**src/rtl/boid_flock_update_defines.svh**
```systemverilog
// ----------------------------------------------------------------------------
// boid_flock_update_defines
// Assertion macros shared by the boid flocking block.
// ----------------------------------------------------------------------------
`ifndef BOID_FLOCK_UPDATE_DEFINES_SVH
`define BOID_FLOCK_UPDATE_DEFINES_SVH

// same-cycle implication, clocked on clk, off during reset
`define BFU_ASSERT_SAME(label, ante, cons) \
    label: assert property (@(posedge clk) disable iff (!rst_n) (ante) |-> (cons)) \
        else $error("boid_flock_update: check failed");

// next-cycle implication
`define BFU_ASSERT_NEXT(label, ante, cons) \
    label: assert property (@(posedge clk) disable iff (!rst_n) (ante) |=> (cons)) \
        else $error("boid_flock_update: check failed");

`endif

```
**src/rtl/bfu_pkg.sv**
```systemverilog
// ----------------------------------------------------------------------------
// bfu_pkg
// Types, widths and helpers for the boid flocking block.
// ----------------------------------------------------------------------------
package bfu_pkg;

    localparam int VW  = 24;   // position / velocity, Q7.16
    localparam int XW  = 25;   // difference vector
    localparam int UW  = 18;   // unit vector component, Q.16
    localparam int MW  = 26;   // multiplier operand
    localparam int PW  = 52;   // product
    localparam int AW2 = 50;   // sum of squares
    localparam int RW  = 48;   // root radicand
    localparam int RTW = 24;   // root
    localparam int QW  = 41;   // divider numerator / quotient
    localparam int DW  = 25;   // divider denominator
    localparam int SPW = 31;   // position sum
    localparam int SUW = 24;   // unit vector sum
    localparam int CW  = 7;    // neighbor count

    localparam logic [6:0]  RST_COUNT  = 7'd30;
    localparam logic [15:0] RST_SEP    = 16'd30802;
    localparam logic [15:0] RST_COH    = 16'd29491;
    localparam logic [15:0] RST_ALN    = 16'd19661;
    localparam logic [15:0] RST_TGT    = 16'd655;
    localparam logic [22:0] RST_RADIUS = 23'd163840;
    localparam logic [22:0] RST_MAXSPD = 23'd196608;
    localparam logic [22:0] RST_BOUND  = 23'd655360;

    typedef enum logic [2:0] {
        REG_COUNT,
        REG_SEP,
        REG_COH,
        REG_ALN,
        REG_TGT,
        REG_RADIUS,
        REG_MAXSPD,
        REG_BOUND
    } cfg_reg_t;

    typedef enum logic {
        OP_LOAD,
        OP_STEP
    } op_t;

    typedef enum logic [4:0] {
        ST_IDLE,
        ST_LD_WR,
        ST_LD_WB,
        ST_R2,
        ST_MS2,
        ST_MS2W,
        ST_BRD,
        ST_BRD2,
        ST_NRD,
        ST_NQ,
        ST_NCMP,
        ST_NACC,
        ST_NNEXT,
        ST_AVG_GO,
        ST_AVG_WAIT,
        ST_TGT,
        ST_VINIT,
        ST_VM,
        ST_VA,
        ST_SPD,
        ST_SCMP,
        ST_CAPI,
        ST_CAPM,
        ST_CAPA,
        ST_WRAP,
        ST_WB,
        ST_EMIT,
        ST_SQ,
        ST_SQRT_GO,
        ST_SQRT_WAIT,
        ST_DIV_GO,
        ST_DIV_WAIT
    } state_t;

    localparam logic signed [37:0] SAT_MAX = 38'sd8388607;
    localparam logic signed [37:0] SAT_MIN = -38'sd8388608;

    function automatic logic signed [VW-1:0] sat24(input logic signed [37:0] x);
        logic signed [VW-1:0] r;
        if (x > SAT_MAX)
        begin
            r = 24'sh7FFFFF;
        end
        else if (x < SAT_MIN)
        begin
            r = 24'sh800000;
        end
        else
        begin
            r = x[VW-1:0];
        end
        return r;
    endfunction

    // Q.16 product scaled back, truncated toward zero
    function automatic logic signed [35:0] mulq(input logic signed [PW-1:0] pr);
        logic signed [PW-1:0] adj;
        adj = pr + (pr[PW-1] ? 52'sd65535 : 52'sd0);
        return adj[PW-1:16];
    endfunction

endpackage

```
**src/rtl/bfu_sqrt.sv**
```systemverilog
// ----------------------------------------------------------------------------
// bfu_sqrt
// Integer square root (floor), two radicand bits per cycle.
// ----------------------------------------------------------------------------
module bfu_sqrt (
    input  logic                     clk,
    input  logic                     rst_n,
    input  logic                     start,
    input  logic [bfu_pkg::RW-1:0]   rad,
    output logic                     done,
    output logic [bfu_pkg::RTW-1:0]  root
);
    import bfu_pkg::*;

    logic           busy_reg;
    logic           done_reg;
    logic [4:0]     cnt_reg;
    logic [RW-1:0]  rad_reg;
    logic [RTW-1:0] root_reg;
    logic [RTW+2:0] rem_reg;
    logic [RTW+2:0] rem_sh;
    logic [RTW+2:0] trial;
    logic           take;

    always_comb
    begin
        rem_sh = {rem_reg[RTW:0], rad_reg[RW-1:RW-2]};
        trial  = {1'b0, root_reg, 2'b01};
        take   = rem_sh >= trial;
    end

    always_ff @(posedge clk or negedge rst_n)
    begin
        if (!rst_n)
        begin
            busy_reg <= 1'b0;
            done_reg <= 1'b0;
            cnt_reg  <= '0;
        end
        else
        begin
            done_reg <= 1'b0;
            if (start)
            begin
                busy_reg <= 1'b1;
                cnt_reg  <= '0;
            end
            else if (busy_reg)
            begin
                cnt_reg <= cnt_reg + 5'd1;
                if (cnt_reg == 5'(RTW - 1))
                begin
                    busy_reg <= 1'b0;
                    done_reg <= 1'b1;
                end
            end
        end
    end

    always_ff @(posedge clk)
    begin
        if (start)
        begin
            rad_reg  <= rad;
            root_reg <= '0;
            rem_reg  <= '0;
        end
        else if (busy_reg)
        begin
            rad_reg  <= rad_reg << 2;
            rem_reg  <= take ? rem_sh - trial : rem_sh;
            root_reg <= {root_reg[RTW-2:0], take};
        end
    end

    assign done = done_reg;
    assign root = root_reg;

endmodule

```
**config.mk**
```make
export PLATFORM = sky130hd
export DESIGN_NAME = bfu_sqrt
export DESIGN_NICKNAME = d
export VERILOG_FILES = /design/src/rtl/boid_flock_update_defines.svh /design/src/rtl/bfu_pkg.sv /design/src/rtl/bfu_sqrt.sv
export SDC_FILE = /design/constraint.sdc
export NUM_CORES = 1
export LEC_CHECK = 0
export BUFFER_PORTS_ARGS = -buffer_cell sky130_fd_sc_hd__buf_2
export CORE_MARGIN = 5
export CORE_UTILIZATION = 40
export CTS_CLUSTER_DIAMETER = 40
export DETAILED_ROUTE_END_ITERATION = 16
export PLACE_DENSITY = 0.56
export SETUP_SLACK_MARGIN = 0.02
export SLEW_MARGIN = 20
export SYNTH_ARGS = -nofsm -noshare
export SYNTH_HDL_FRONTEND = slang
export SYNTH_SLANG_ARGS = --single-unit
```
**constraint.sdc**
```tcl
create_clock -name clk -period 2.76 [get_ports clk]
set_input_delay 0.552 -clock clk [delete_from_list [all_inputs] [get_ports clk]]
set_output_delay 0.552 -clock clk [all_outputs]
set_load 0.02 [all_outputs]
```
Word-level counts from Yosys, hierarchy flattened
Index checks and enable logic that the tools add are counted.
{ "classes": {"addsub": 2, "order_cmp": 1, "n_eq_ne": 1, "mux": 11, "n_reduce_logical": 1} }
{ "ops": {"columns": ["cell", "n"], "rows": [
  ["$mux 48", 2],
  ["$ge 27x26->1", 1],
  ["$mux 25", 1],
  ["$sub 25x25->25", 1],
  ["$mux 5", 2],
  ["$mux 1", 6],
  ["$add 5x1->5 const B", 1],
  ["$eq 5x5->1 const B", 1],
  ["$reduce_bool 2->1", 1]
]} }
{ "word_totals": {"regBits": 104, "in_bits": 51, "out_inout_bits": 25, "elab_cells": 22} }

Longest topological paths before layout
{ "depth": {"ltp_word": 4, "ltp_mapped": 12, "mapped_depth_nobuf": 10} }

Worst setup path before layout
No wires, ideal clock.
{ "synth_timing": {"kind": "flip-flop to flip-flop", "startpoint": "register root_reg[8], in the netlist root[8]", "endpoint": "register rem_reg[1]", "setup_ps": 86, "arrival_time_ps": 2621, "required_time_ps": 2674, "slack_ps": 54, "path_stages_with_launch": 12, "n_path_buf": 1, "period_less_slack_ps": 2706, "cell_sequence": "dfxtp_1 inv_1 ha_1 buf_6 and3_1 o211ai_1 o21ba_4 o21ai_2 o32a_2 a31oi_4 mux2_2 a211oi_1"} }
{ "synth_via": {"elab_chain_cells": 2} }
{ "synth_rtl": {"columns": ["element", "line", "text"], "rows": [
  ["start, declared", "bfu_sqrt.sv:19", "logic [RTW-1:0] root_reg;"],
  ["start signal, assigned", "bfu_sqrt.sv:72", "root_reg <= {root_reg[RTW-2:0], take};"],
  ["$ge 27x26->1", "bfu_sqrt.sv:29", "take = rem_sh >= trial;"],
  ["$mux 25", "bfu_sqrt.sv:71", "rem_reg <= take ? rem_sh - trial : rem_sh;"],
  ["end signal, assigned", "bfu_sqrt.sv:71", null],
  ["end, declared", "bfu_sqrt.sv:20", "logic [RTW+2:0] rem_reg;"]
]} }
No other way between the ends.
A chain may end at the register's enable or synchronous reset.

Final worst setup path
{ "layout_timing": {"startpoint": "register root_reg[7], in the netlist root[7]", "endpoint": "register rem_reg[3]"} }
Same word-level chain as after synthesis.

==> run_results.csv <==
group,metric,value,unit
yosys,yosysWarnings,0,
clock_network,cts_hold_buf,0,
global_route,grt_pass1_wl,21.0,mm
placement,place_area,0.00657,mm²
layout,layout_commonest_cell,"buf_2",
layout,largest_register_ffs,48,
clock_network,clkTransAtPathRegs,0.08,ns
layout,syn2layout_area_growth,26.0,%
sta,setup_tns,0,ns
placement,hpwl,9.08,mm
routing,dr.pass1.iters,4,
sta,fin_crit_sh,0.984,
sta,fin_ws,0.0433,ns
outcome,outcome,"finished clean",
global_route,antenna_found_initial,1,
layout,final_cell_mix,"buf_2 (74), nor2_1 (66), buf_4 (54), mux2_2 (48), edfxtp_1 (48)",
sta,finalHoldViolCount,0,
power,cellLeakagePower,3.22,nW
worst_hold_path,hp-class,"input port to asynchronous set/reset pin",
yosys,synth_edf_count,48,
clock_network,cts_sinks,104,
clock_network,clk_latency,0.35,ns
clock_network,root_buffer,"clkbuf_16",
yosys,netlist_area,0.00580,mm²
layout,nNetsFinal,741,
yosys,syn_inst,548,
yosys,async_flop_share,0.0673,
yosys,avgSynthCellArea,10.6,µm²
critical_path,setup.worst_path.class,"flip-flop to flip-flop",
power,finalPower,7.65,mW
yosys,synth-seq-cells,104,
placement,dp_cells,822,
sta,fmax,368,MHz
critical_path,end_kind,"flip-flop",
routing,wire_per_inst,15.4,µm
yosys,synth-main-ff-cell,"dfxtp_1",
sta,rsz0062_at_grt,"yes",
sta,drv_slew,0,
sta,worst_pin_slew,0.566,ns
floorplanning,row_count,44,
routing,routed-via-count,4437,
layout,drive_gt1_frac,0.389,
clock_network,numCtsBuffers,9,
floorplanning,ios,76,
clock_network,ctsLongestPathBuffers,2,
floorplanning,start_util,0.404,
routing,dr.first_iter.drc_count,218,
placement,pre_cts_slack,-0.0616,ns
routing,final_antenna_net_count,0,
global_route,grt_max_degree,76,
sta,finalClockSkew,0.00657,ns
layout,stdcell_count,852,
layout,fin_area,0.00730,mm²
floorplanning,dieArea,0.0170,mm²
routing,routed_via_density,5.21,
yosys,ys_types,65,
placement,routabilityCongestion,0.886,
critical_path,worstPathArrival,2.94,ns
floorplanning,core,0.0144,mm²
clock_network,htreeDepth,3,
floorplanning,fp.dieH,130,µm
global_route,grt_pass1_vias,4370,
critical_path,crit_path_start_kind,"flip-flop",
layout,nFillCells,1339,
placement,port_buffers,75,
flow_run,cap_violations,0,
routing,wirelength,13.1,mm
global_route,grt.overflow.total,0,
sta,fin_crit,2.72,ns
yosys,synth_nets,626,
floorplanning,chipWidth,130,µm
layout,diodes,0,
yosys,ys_seq_area_frac,0.448,
critical_path,critPathRequiredTime,2.98,ns
routing,drc,0,
global_route,grt_util_all_layers,0.154,
sta,slew_headroom,0.623,
layout,register_area,0.00261,mm²
layout,multi_input_area,0.00315,mm²
clock_network,cts_tree,"yes",
critical_path,crit_fanout,7,
power,max-vdd-ir-drop,0.463,mV
power,p_per_area,1050,mW/mm²
sta,setup_violations,0,
## worst max-delay path: stages (launching register included)
cell	delay, ns
dfxtp_2	0.34
inv_1	0.07
ha_4	0.30
and3_1	0.18
o211ai_1	0.10
o21ba_4	0.24
o21ai_2	0.07
o32a_4	0.34
a31oi_4	0.38
buf_6	0.21
mux2i_2	0.26
a211oi_2	0.10
## metrics by stage
stage          hold WS, ns   util
2_1_floorplan        0.256      -
4_1_cts             0.0125  0.479
3_3_place_gp         0.388  0.457
3_5_place_dp         0.396  0.457
6_report            0.0195  0.508
5_1_grt             0.0133  0.508
## routing by layer
metal  share of wire  track usage
met1            0.43        0.194
met2            0.49        0.247
met3           0.057       0.0561
met4           0.019       0.0514
met5         0.00099            0
## cell usage after synthesis (9+ instances only)
library cell,n,share of area
a211oi_1,19,0.025
buf_1,9,0.0058
inv_1,39,0.025
nor2_1,68,0.044
edfxtp_1,48,0.25
mux2_2,48,0.093
xnor2_1,13,0.020
a21oi_1,22,0.019
ha_1,27,0.058
mux2i_1,41,0.071
xor2_1,9,0.014
dfxtp_1,49,0.17
nand2_1,18,0.012
nand3_1,9,0.0078
## final timing paths
check,from,endpoint,slack (ns),cells after the start
worst max-delay path,root[7],rem_reg[3],0.04,11
worst min-delay path,rst_n,done,0.02,1
worst max register to register,root[7],rem_reg[3],0.04,11
worst min register to register,rem_reg[13],rem_reg[13],0.51,2
max in group asynchronous,rst_n,busy_reg,2.57,1
min in group clk,rad[0],rad_reg[0],0.48,2
## area by class of cell
cell class / count / share of cell area
Inverter: 39 / 0.0200
Multi-Input combinational cell: 374 / 0.431
Sequential cell: 104 / 0.357
Clock inverter: 6 / 0.00702
Tap cell: 184 / 0.0315
Clock buffer: 10 / 0.0313
Timing Repair Buffer: 135 / 0.122
## repair_timing
action | in CTS | in global routing
cloned | 0 | 1
gates resized for setup | 9 | 54
pin swaps | 0 | 13
buffers inserted | 0 | 13
setup endpoints to repair | 15 | 24
## where the power goes
| group | total (mW) | internal [mW] | switching (mW) |
|---|---|---|---|
| combinational | 4.40 | 2.33 | 2.07 |
| clock | 1.24 | 0.626 | 0.615 |
| sequential | 2.01 | 1.85 | 0.164 |
| total | 7.65 | 4.80 | 2.85 |
## logic make-up after synthesis
kind of cell	Yosys count	share of synthesized area
AND/OR/NAND/NOR	137	0.111
flip-flops	104	0.448
AO/OA/AOI/OAI	99	0.124
multiplexers	89	0.164
buffers and inverters	70	0.0613
adder cells (fa/ha/maj)	27	0.0583
XOR/XNOR	22	0.0332
(Power assumes the default switching activity.)
