$ cat config.mk
export PLATFORM = sky130hd
export DESIGN_NAME = bfu_div
export DESIGN_NICKNAME = d
export VERILOG_FILES = /design/src/rtl/boid_flock_update_defines.svh /design/src/rtl/bfu_pkg.sv /design/src/rtl/bfu_div.sv
export SDC_FILE = /design/constraint.sdc
export NUM_CORES = 1
export LEC_CHECK = 0
export ABC_CLOCK_PERIOD_IN_PS = 9430
export BUFFER_PORTS_ARGS = -buffer_cell sky130_fd_sc_hd__buf_2
export CORE_MARGIN = 2
export CORE_UTILIZATION = 62
export CTS_CLUSTER_DIAMETER = 40
export DETAILED_ROUTE_END_ITERATION = 10
export GPL_TIMING_DRIVEN = 0
export HOLD_SLACK_MARGIN = 0.12
export PLACE_DENSITY_LB_ADDON = 0.08
export SYNTH_ARGS = -nofsm -noshare
export SYNTH_HDL_FRONTEND = slang
export SYNTH_SLANG_ARGS = --single-unit
export TNS_END_PERCENT = 1
$ cat constraint.sdc
create_clock -name clk -period 9.43 [get_ports clk]
set_input_delay 0.943 -clock clk [delete_from_list [all_inputs] [get_ports clk]]
set_output_delay 0.943 -clock clk [all_outputs]
set_load 0.03 [all_outputs]
$ cat src/rtl/boid_flock_update_defines.svh
// ----------------------------------------------------------------------------
// boid_flock_update_defines
// Assertion macros shared by the boid flocking block.
// ----------------------------------------------------------------------------
`ifndef BOID_FLOCK_UPDATE_DEFINES_SVH
`define BOID_FLOCK_UPDATE_DEFINES_SVH

// same-cycle implication, clocked on clk, off during reset
`define BFU_ASSERT_SAME(label, ante, cons) \
    label: assert property (@(posedge clk) disable iff (!rst_n) (ante) |-> (cons)) \
        else $error("boid_flock_update: check failed");

// next-cycle implication
`define BFU_ASSERT_NEXT(label, ante, cons) \
    label: assert property (@(posedge clk) disable iff (!rst_n) (ante) |=> (cons)) \
        else $error("boid_flock_update: check failed");

`endif

$ cat src/rtl/bfu_pkg.sv
// ----------------------------------------------------------------------------
// bfu_pkg
// Types, widths and helpers for the boid flocking block.
// ----------------------------------------------------------------------------
package bfu_pkg;

    localparam int VW  = 24;   // position / velocity, Q7.16
    localparam int XW  = 25;   // difference vector
    localparam int UW  = 18;   // unit vector component, Q.16
    localparam int MW  = 26;   // multiplier operand
    localparam int PW  = 52;   // product
    localparam int AW2 = 50;   // sum of squares
    localparam int RW  = 48;   // root radicand
    localparam int RTW = 24;   // root
    localparam int QW  = 41;   // divider numerator / quotient
    localparam int DW  = 25;   // divider denominator
    localparam int SPW = 31;   // position sum
    localparam int SUW = 24;   // unit vector sum
    localparam int CW  = 7;    // neighbor count

    localparam logic [6:0]  RST_COUNT  = 7'd30;
    localparam logic [15:0] RST_SEP    = 16'd30802;
    localparam logic [15:0] RST_COH    = 16'd29491;
    localparam logic [15:0] RST_ALN    = 16'd19661;
    localparam logic [15:0] RST_TGT    = 16'd655;
    localparam logic [22:0] RST_RADIUS = 23'd163840;
    localparam logic [22:0] RST_MAXSPD = 23'd196608;
    localparam logic [22:0] RST_BOUND  = 23'd655360;

    typedef enum logic [2:0] {
        REG_COUNT,
        REG_SEP,
        REG_COH,
        REG_ALN,
        REG_TGT,
        REG_RADIUS,
        REG_MAXSPD,
        REG_BOUND
    } cfg_reg_t;

    typedef enum logic {
        OP_LOAD,
        OP_STEP
    } op_t;

    typedef enum logic [4:0] {
        ST_IDLE,
        ST_LD_WR,
        ST_LD_WB,
        ST_R2,
        ST_MS2,
        ST_MS2W,
        ST_BRD,
        ST_BRD2,
        ST_NRD,
        ST_NQ,
        ST_NCMP,
        ST_NACC,
        ST_NNEXT,
        ST_AVG_GO,
        ST_AVG_WAIT,
        ST_TGT,
        ST_VINIT,
        ST_VM,
        ST_VA,
        ST_SPD,
        ST_SCMP,
        ST_CAPI,
        ST_CAPM,
        ST_CAPA,
        ST_WRAP,
        ST_WB,
        ST_EMIT,
        ST_SQ,
        ST_SQRT_GO,
        ST_SQRT_WAIT,
        ST_DIV_GO,
        ST_DIV_WAIT
    } state_t;

    localparam logic signed [37:0] SAT_MAX = 38'sd8388607;
    localparam logic signed [37:0] SAT_MIN = -38'sd8388608;

    function automatic logic signed [VW-1:0] sat24(input logic signed [37:0] x);
        logic signed [VW-1:0] r;
        if (x > SAT_MAX)
        begin
            r = 24'sh7FFFFF;
        end
        else if (x < SAT_MIN)
        begin
            r = 24'sh800000;
        end
        else
        begin
            r = x[VW-1:0];
        end
        return r;
    endfunction

    // Q.16 product scaled back, truncated toward zero
    function automatic logic signed [35:0] mulq(input logic signed [PW-1:0] pr);
        logic signed [PW-1:0] adj;
        adj = pr + (pr[PW-1] ? 52'sd65535 : 52'sd0);
        return adj[PW-1:16];
    endfunction

endpackage

$ cat src/rtl/bfu_div.sv
// ----------------------------------------------------------------------------
// bfu_div
// Restoring divider, signed numerator by unsigned denominator, one quotient
// bit per cycle, result truncated toward zero.
// ----------------------------------------------------------------------------
module bfu_div (
    input  logic                          clk,
    input  logic                          rst_n,
    input  logic                          start,
    input  logic signed [bfu_pkg::QW-1:0] num,
    input  logic        [bfu_pkg::DW-1:0] den,
    output logic                          done,
    output logic signed [bfu_pkg::QW-1:0] quot
);
    import bfu_pkg::*;

    logic          busy_reg;
    logic          done_reg;
    logic [5:0]    cnt_reg;
    logic          neg_reg;
    logic [QW-2:0] mag_reg;
    logic [DW:0]   rem_reg;
    logic [DW-1:0] den_reg;
    logic [DW:0]   rem_sh;
    logic [DW:0]   rem_next;
    logic          qbit;
    logic [QW-1:0] abs_num;

    always_comb
    begin
        rem_sh   = {rem_reg[DW-1:0], mag_reg[QW-2]};
        qbit     = rem_sh >= {1'b0, den_reg};
        rem_next = qbit ? rem_sh - {1'b0, den_reg} : rem_sh;
        abs_num  = num[QW-1] ? -num : num;
    end

    always_ff @(posedge clk or negedge rst_n)
    begin
        if (!rst_n)
        begin
            busy_reg <= 1'b0;
            done_reg <= 1'b0;
            cnt_reg  <= '0;
        end
        else
        begin
            done_reg <= 1'b0;
            if (start)
            begin
                busy_reg <= 1'b1;
                cnt_reg  <= '0;
            end
            else if (busy_reg)
            begin
                cnt_reg <= cnt_reg + 6'd1;
                if (cnt_reg == 6'(QW - 2))
                begin
                    busy_reg <= 1'b0;
                    done_reg <= 1'b1;
                end
            end
        end
    end

    always_ff @(posedge clk)
    begin
        if (start)
        begin
            neg_reg <= num[QW-1];
            mag_reg <= abs_num[QW-2:0];
            rem_reg <= '0;
            den_reg <= den;
        end
        else if (busy_reg)
        begin
            rem_reg <= rem_next;
            mag_reg <= {mag_reg[QW-3:0], qbit};
        end
    end

    assign done = done_reg;
    assign quot = neg_reg ? -$signed({1'b0, mag_reg}) : $signed({1'b0, mag_reg});

endmodule

After elaboration in Yosys (flattened, before gate mapping):

Index checks and enable logic that the tools add are counted.

* input port bits: 69
* word-level logic and storage cells: 27
* register bits: 99
* output and inout port bits: 42

* reduce and logical (&&, ||, !) cells: 1
* multiplexer cells: 13
* equal/unequal tests: 1
* $add $sub $neg: 4
* $lt $le $gt $ge: 1

Operators by type and width (count)
* $mux W40: 3
* $mux W41: 1
* $neg A40 Y41: 1
* $neg A40 Y40: 1
* $ge A26 B25 Y1: 1
* $mux W25: 1
* $sub A25 B25 Y25: 1
* $mux W6: 2
* $add A6 B1 Y6 const B: 1
* $eq A6 B6 Y1 const B: 1
* $mux W1: 6
* $reduce_bool A2 Y1: 1

Depth between registers and ports, before layout:

* depth in word-level cells: 4
* mapped depth: 15

Least setup slack after synthesis:

No wires, ideal clock.

* kind: flip-flop to output port
* start: register mag_reg[7]
* end: output port quot[36] (netlist bit)
* stages on the path, launching flop included: 9
* arrival: 3087 ps
* buffers on the path: 0
* setup slack: 5400 ps
* cells stage by stage: edfxtp_1 > nor4_2 > nand3_1 > or3_1 > or4_1 > or3_1 > or4_4 > o31ai_1 > xnor2_1

* cells in the longest elaborated chain, start to end: 2

Ends and longest elaborated chain
* start: declaration: line bfu_div.sv:21 `logic [QW-2:0] mag_reg;`
* start signal: assignment: line bfu_div.sv:70 `mag_reg <= abs_num[QW-2:0];`
* start signal: assignment: line bfu_div.sv:77 `mag_reg <= {mag_reg[QW-3:0], qbit};`
* $neg A40 Y41: line bfu_div.sv:82 `assign quot = neg_reg ? -$signed({1'b0, mag_reg}) : $signed({1'b0, mag_reg});`
* $mux W41: line bfu_div.sv:82
* end: declaration: line bfu_div.sv:13 `output logic signed [bfu_pkg::QW-1:0] quot`

No other way between the ends.

Worst setup path in the final report:

* start: register mag_reg[6]
* end: output port quot[36] (netlist bit)

Same word-level chain as after synthesis.

==> results.py <==
metrics = {
    "die": {
        "start_util": 0.637,
        "io_pins": 111,
        "die_area_sq_um": 12100,
        "die_w_um": 110,
        "fp-row-count": 38,
        "fp.dieH_um": 110,
        "core_sq_um": 10900,
    },
    "critical_path": {
        "worst_ep_required_time_ns": 8.49,
        "path_common_cell": "or3_1",
        "startpoint_type": "flop",
        "crit_cells": 9,
        "cp_cell_sequence": "nor4_2, nand3_1, or3_1, or4_1, or3_1, or4_4, o31ai_1, xnor2_1, buf_2",
        "arrival_ns": 3.81,
        "path_delay_family": "simple AND/OR/NAND/NOR gates",
        "crit_path_max_incr_delay_ns": 0.50,
        "r2r_slack_ns": 5.50,
        "cpMaxStageDelayCell": "or4_1",
        "end_kind": "primary output",
        "r2r_cells": 14,
        "cp.buffers_inverters": 1,
        "cp_max_fo": 6,
        "crit_type": "flop to primary output",
        "r2r_end": "rem_reg[3]",
        "r2r_start": "mag_reg[39]",
    },
    "finish": {
        "nFillCells": 836,
        "fin_cells": 1015,
        "drive_gt1_frac": 0.182,
        "diodes": 0,
        "nets": 968,
        "largest_reg_flops": 40,
        "syn_to_final_growth_pct": 13.3,
    },
    "run_status": {
        "outcome": "finished, final reports clean",
    },
    "cts": {
        "clkLatencyLatePin_ns": 0.39,
        "numCtsBuffers": 9,
        "cts_tree": "built",
        "cts_root_buf": "clkbuf_8",
        "path_clk_slew_ns": 0.10,
        "cts.htree.levels": 3,
        "holdBufCountCts": 0,
        "cts_resized": 0,
        "clock_sinks": 99,
        "postCtsSetupRepairBufs": 0,
        "clk_path_buf_depth": 2,
    },
    "synthesis": {
        "async_flop_share": 0.0808,
        "yosysWarningCount": 0,
        "ys_top_cells_by_count": "82 x nor2_1, 66 x a21oi_1, 66 x edfxtp_1",
        "synth_cell_types": 66,
        "syn_area_per_cell_sq_um": 9.27,
        "synth-edff-count": 66,
        "muxShareOfSynthArea": 0.0274,
        "synth_largest_area_cell": "edfxtp_1",
        "synthesis.nets": 847,
        "ys_seq_area_frac": 0.387,
        "ys_top_cells_by_area": "edfxtp_1 29%, dfxtp_1 7.2%, xor2_1 6.3%, xnor2_1 5.9%, ha_1 5.0%",
        "synthCells": 749,
        "synth_fa_ha_area_frac": 0.0534,
        "synth_compound_area_frac": 0.191,
        "syn_area_sq_um": 6940,
        "synthMostInstantiatedCell": "nor2_1",
        "synth_ff_type": "edfxtp_1",
        "synth-xor-area-share": 0.122,
        "synth_seq_cells": 99,
        "yosys.area_share.simple": 0.169,
        "synth_top_family_by_area": "compound AO/OA/AOI/OAI gates",
        "netlist.area_leader.share": 0.286,
    },
    "timing": {
        "finClkSkew_ns": 0.0127,
        "fmax_mhz": 210,
        "fin_setup_tns_ns": 0,
        "hold_viol_final": 0,
        "min_period_over_period": 0.504,
        "finalCriticalPeriod_ns": 4.75,
        "drv_slew": 0,
        "relSlewSlack": 0.435,
        "worst_pin_slew_ns": 0.847,
        "setup_viol": 0,
        "rsz0062_at_grt": "no",
    },
    "pwr": {
        "ir_worst_vdd_uv": 169,
        "p_per_area_nw_per_um2": 219,
        "p_leak_nw": 3.16,
    },
    "global_routing": {
        "overflow": 0,
        "antenna_found_initial": 0,
        "track_usage": 0.303,
        "grt_max_degree": 41,
        "grt_pass1_wl_um": 28300,
        "first_global_vias": 5979,
    },
    "routing": {
        "wl_met1_um": 7250,
        "drtIter0Drc": 433,
        "vias_per_cell": 6.08,
        "ant_nets": 0,
        "via_count": 6170,
        "wl_um": 17500,
        "remaining_drc_errors": 0,
        "dr_wl_met3_um": 1200,
        "met2WireLength_um": 8590,
        "top_layer": "met4",
        "wl_per_cell_um": 17.3,
        "first_pass_iters": 5,
    },
    "worst_hold_path": {
        "min_path_type": "input pin to async pin",
    },
    "placement": {
        "hpwl_um": 13000,
        "portBuffers": 110,
        "dp.cells": 999,
        "gp_congestion": 0.924,
    },
    "job": {
        "drv_cap": 0,
    },
}
how the worst max path moves through the flow:
stage                from  endpoint  slack (ns)
2_1_floorplan  mag_reg[7]  quot[36]        5.40
5_1_grt        mag_reg[6]  quot[36]        4.47
6_report       mag_reg[6]  quot[36]        4.68
4_1_cts        mag_reg[7]  quot[36]        4.69
3_3_place_gp   mag_reg[7]  quot[36]        5.13
3_5_place_dp   mag_reg[7]  quot[36]        5.11
per-layer routing:
metal  vias to the layer above  GRT usage
met5                         -          0
met4                         0      0.125
met3                        43     0.0545
met2                       238      0.506
met1                      2903      0.387
li1                       2986          -
worst register-to-register path, cell delays in order (launching register included):
cell	delay [ns]
edfxtp_1	0.44
inv_1	0.12
ha_1	0.18
inv_1	0.06
fa_1	0.42
a211oi_1	0.28
o21ai_0	0.18
nand3b_1	0.20
a211oi_1	0.10
a211oi_1	0.34
a311oi_1	0.18
nor3_1	0.45
clkbuf_1	0.51
nand2_1	0.11
a311oi_1	0.27
cell families (layout without fill, tap and decap cells):
kind of cell    after synthesis  count (layout)
simple gates                229             229
compound gates              206             206
flops                        99              99
xor+xnor                     97              97
buf+inv                      70             196
fa+ha+maj                    29              29
mux                          19              19
placed cells by master (no fill, tap or decap), drive strengths merged, types with 8 or more instances in the layout:
| cell type | netlist | final |
|---|---|---|
| buf | 5 | 115 |
| nor2 | 82 | 82 |
| a21oi | 66 | 66 |
| edfxtp | 66 | 66 |
| o21ai | 52 | 52 |
| xor2 | 50 | 50 |
| nand2 | 49 | 49 |
| xnor2 | 47 | 47 |
| clkbuf | 27 | 40 |
| inv | 37 | 37 |
| ha | 28 | 28 |
| o31ai | 28 | 28 |
| dfxtp | 25 | 25 |
| mux2i | 19 | 19 |
| or3 | 19 | 19 |
| nand3 | 14 | 14 |
| or4 | 14 | 14 |
| a211oi | 12 | 12 |
| nor3 | 9 | 9 |
| o41ai | 9 | 9 |
| nor4 | 9 | 9 |
| dfrtp | 8 | 8 |
power by group:
part	internal (mW)	switching (mW)
Clock	0.126	0.154
Sequential	0.547	0.0752
Combinational	0.327	0.490
Total	1.00	0.720
per-stage QoR:
step / total power [mW] / instance area, sq um / utilization / hold slack (ns) / setup WS, ns
after floorplan: 1.22 / 6940 / - / 0.442 / 5.40
after global placement: 1.40 / 7670 / 0.704 / 0.454 / 5.13
after detailed placement: 1.43 / 7670 / 0.704 / 0.482 / 5.11
after CTS: 1.71 / 7870 / 0.722 / 0.376 / 4.69
after global routing: 1.83 / 7870 / 0.722 / 0.378 / 4.47
final: 1.72 / 7870 / 0.722 / 0.377 / 4.68
layout make-up:
cell class,count,area (sq um),share of cell area
Inverter,37,139,0.0177
Multi-Input combinational cell,580,3910,0.497
Sequential cell,99,2680,0.341
Clock buffer,13,180,0.0229
Buffer,33,213,0.0270
Tap cell,140,175,0.0223
Clock inverter,3,18.8,0.00239
Timing Repair Buffer,110,551,0.0700
Note: power is estimated with default switching activity, not from simulation.
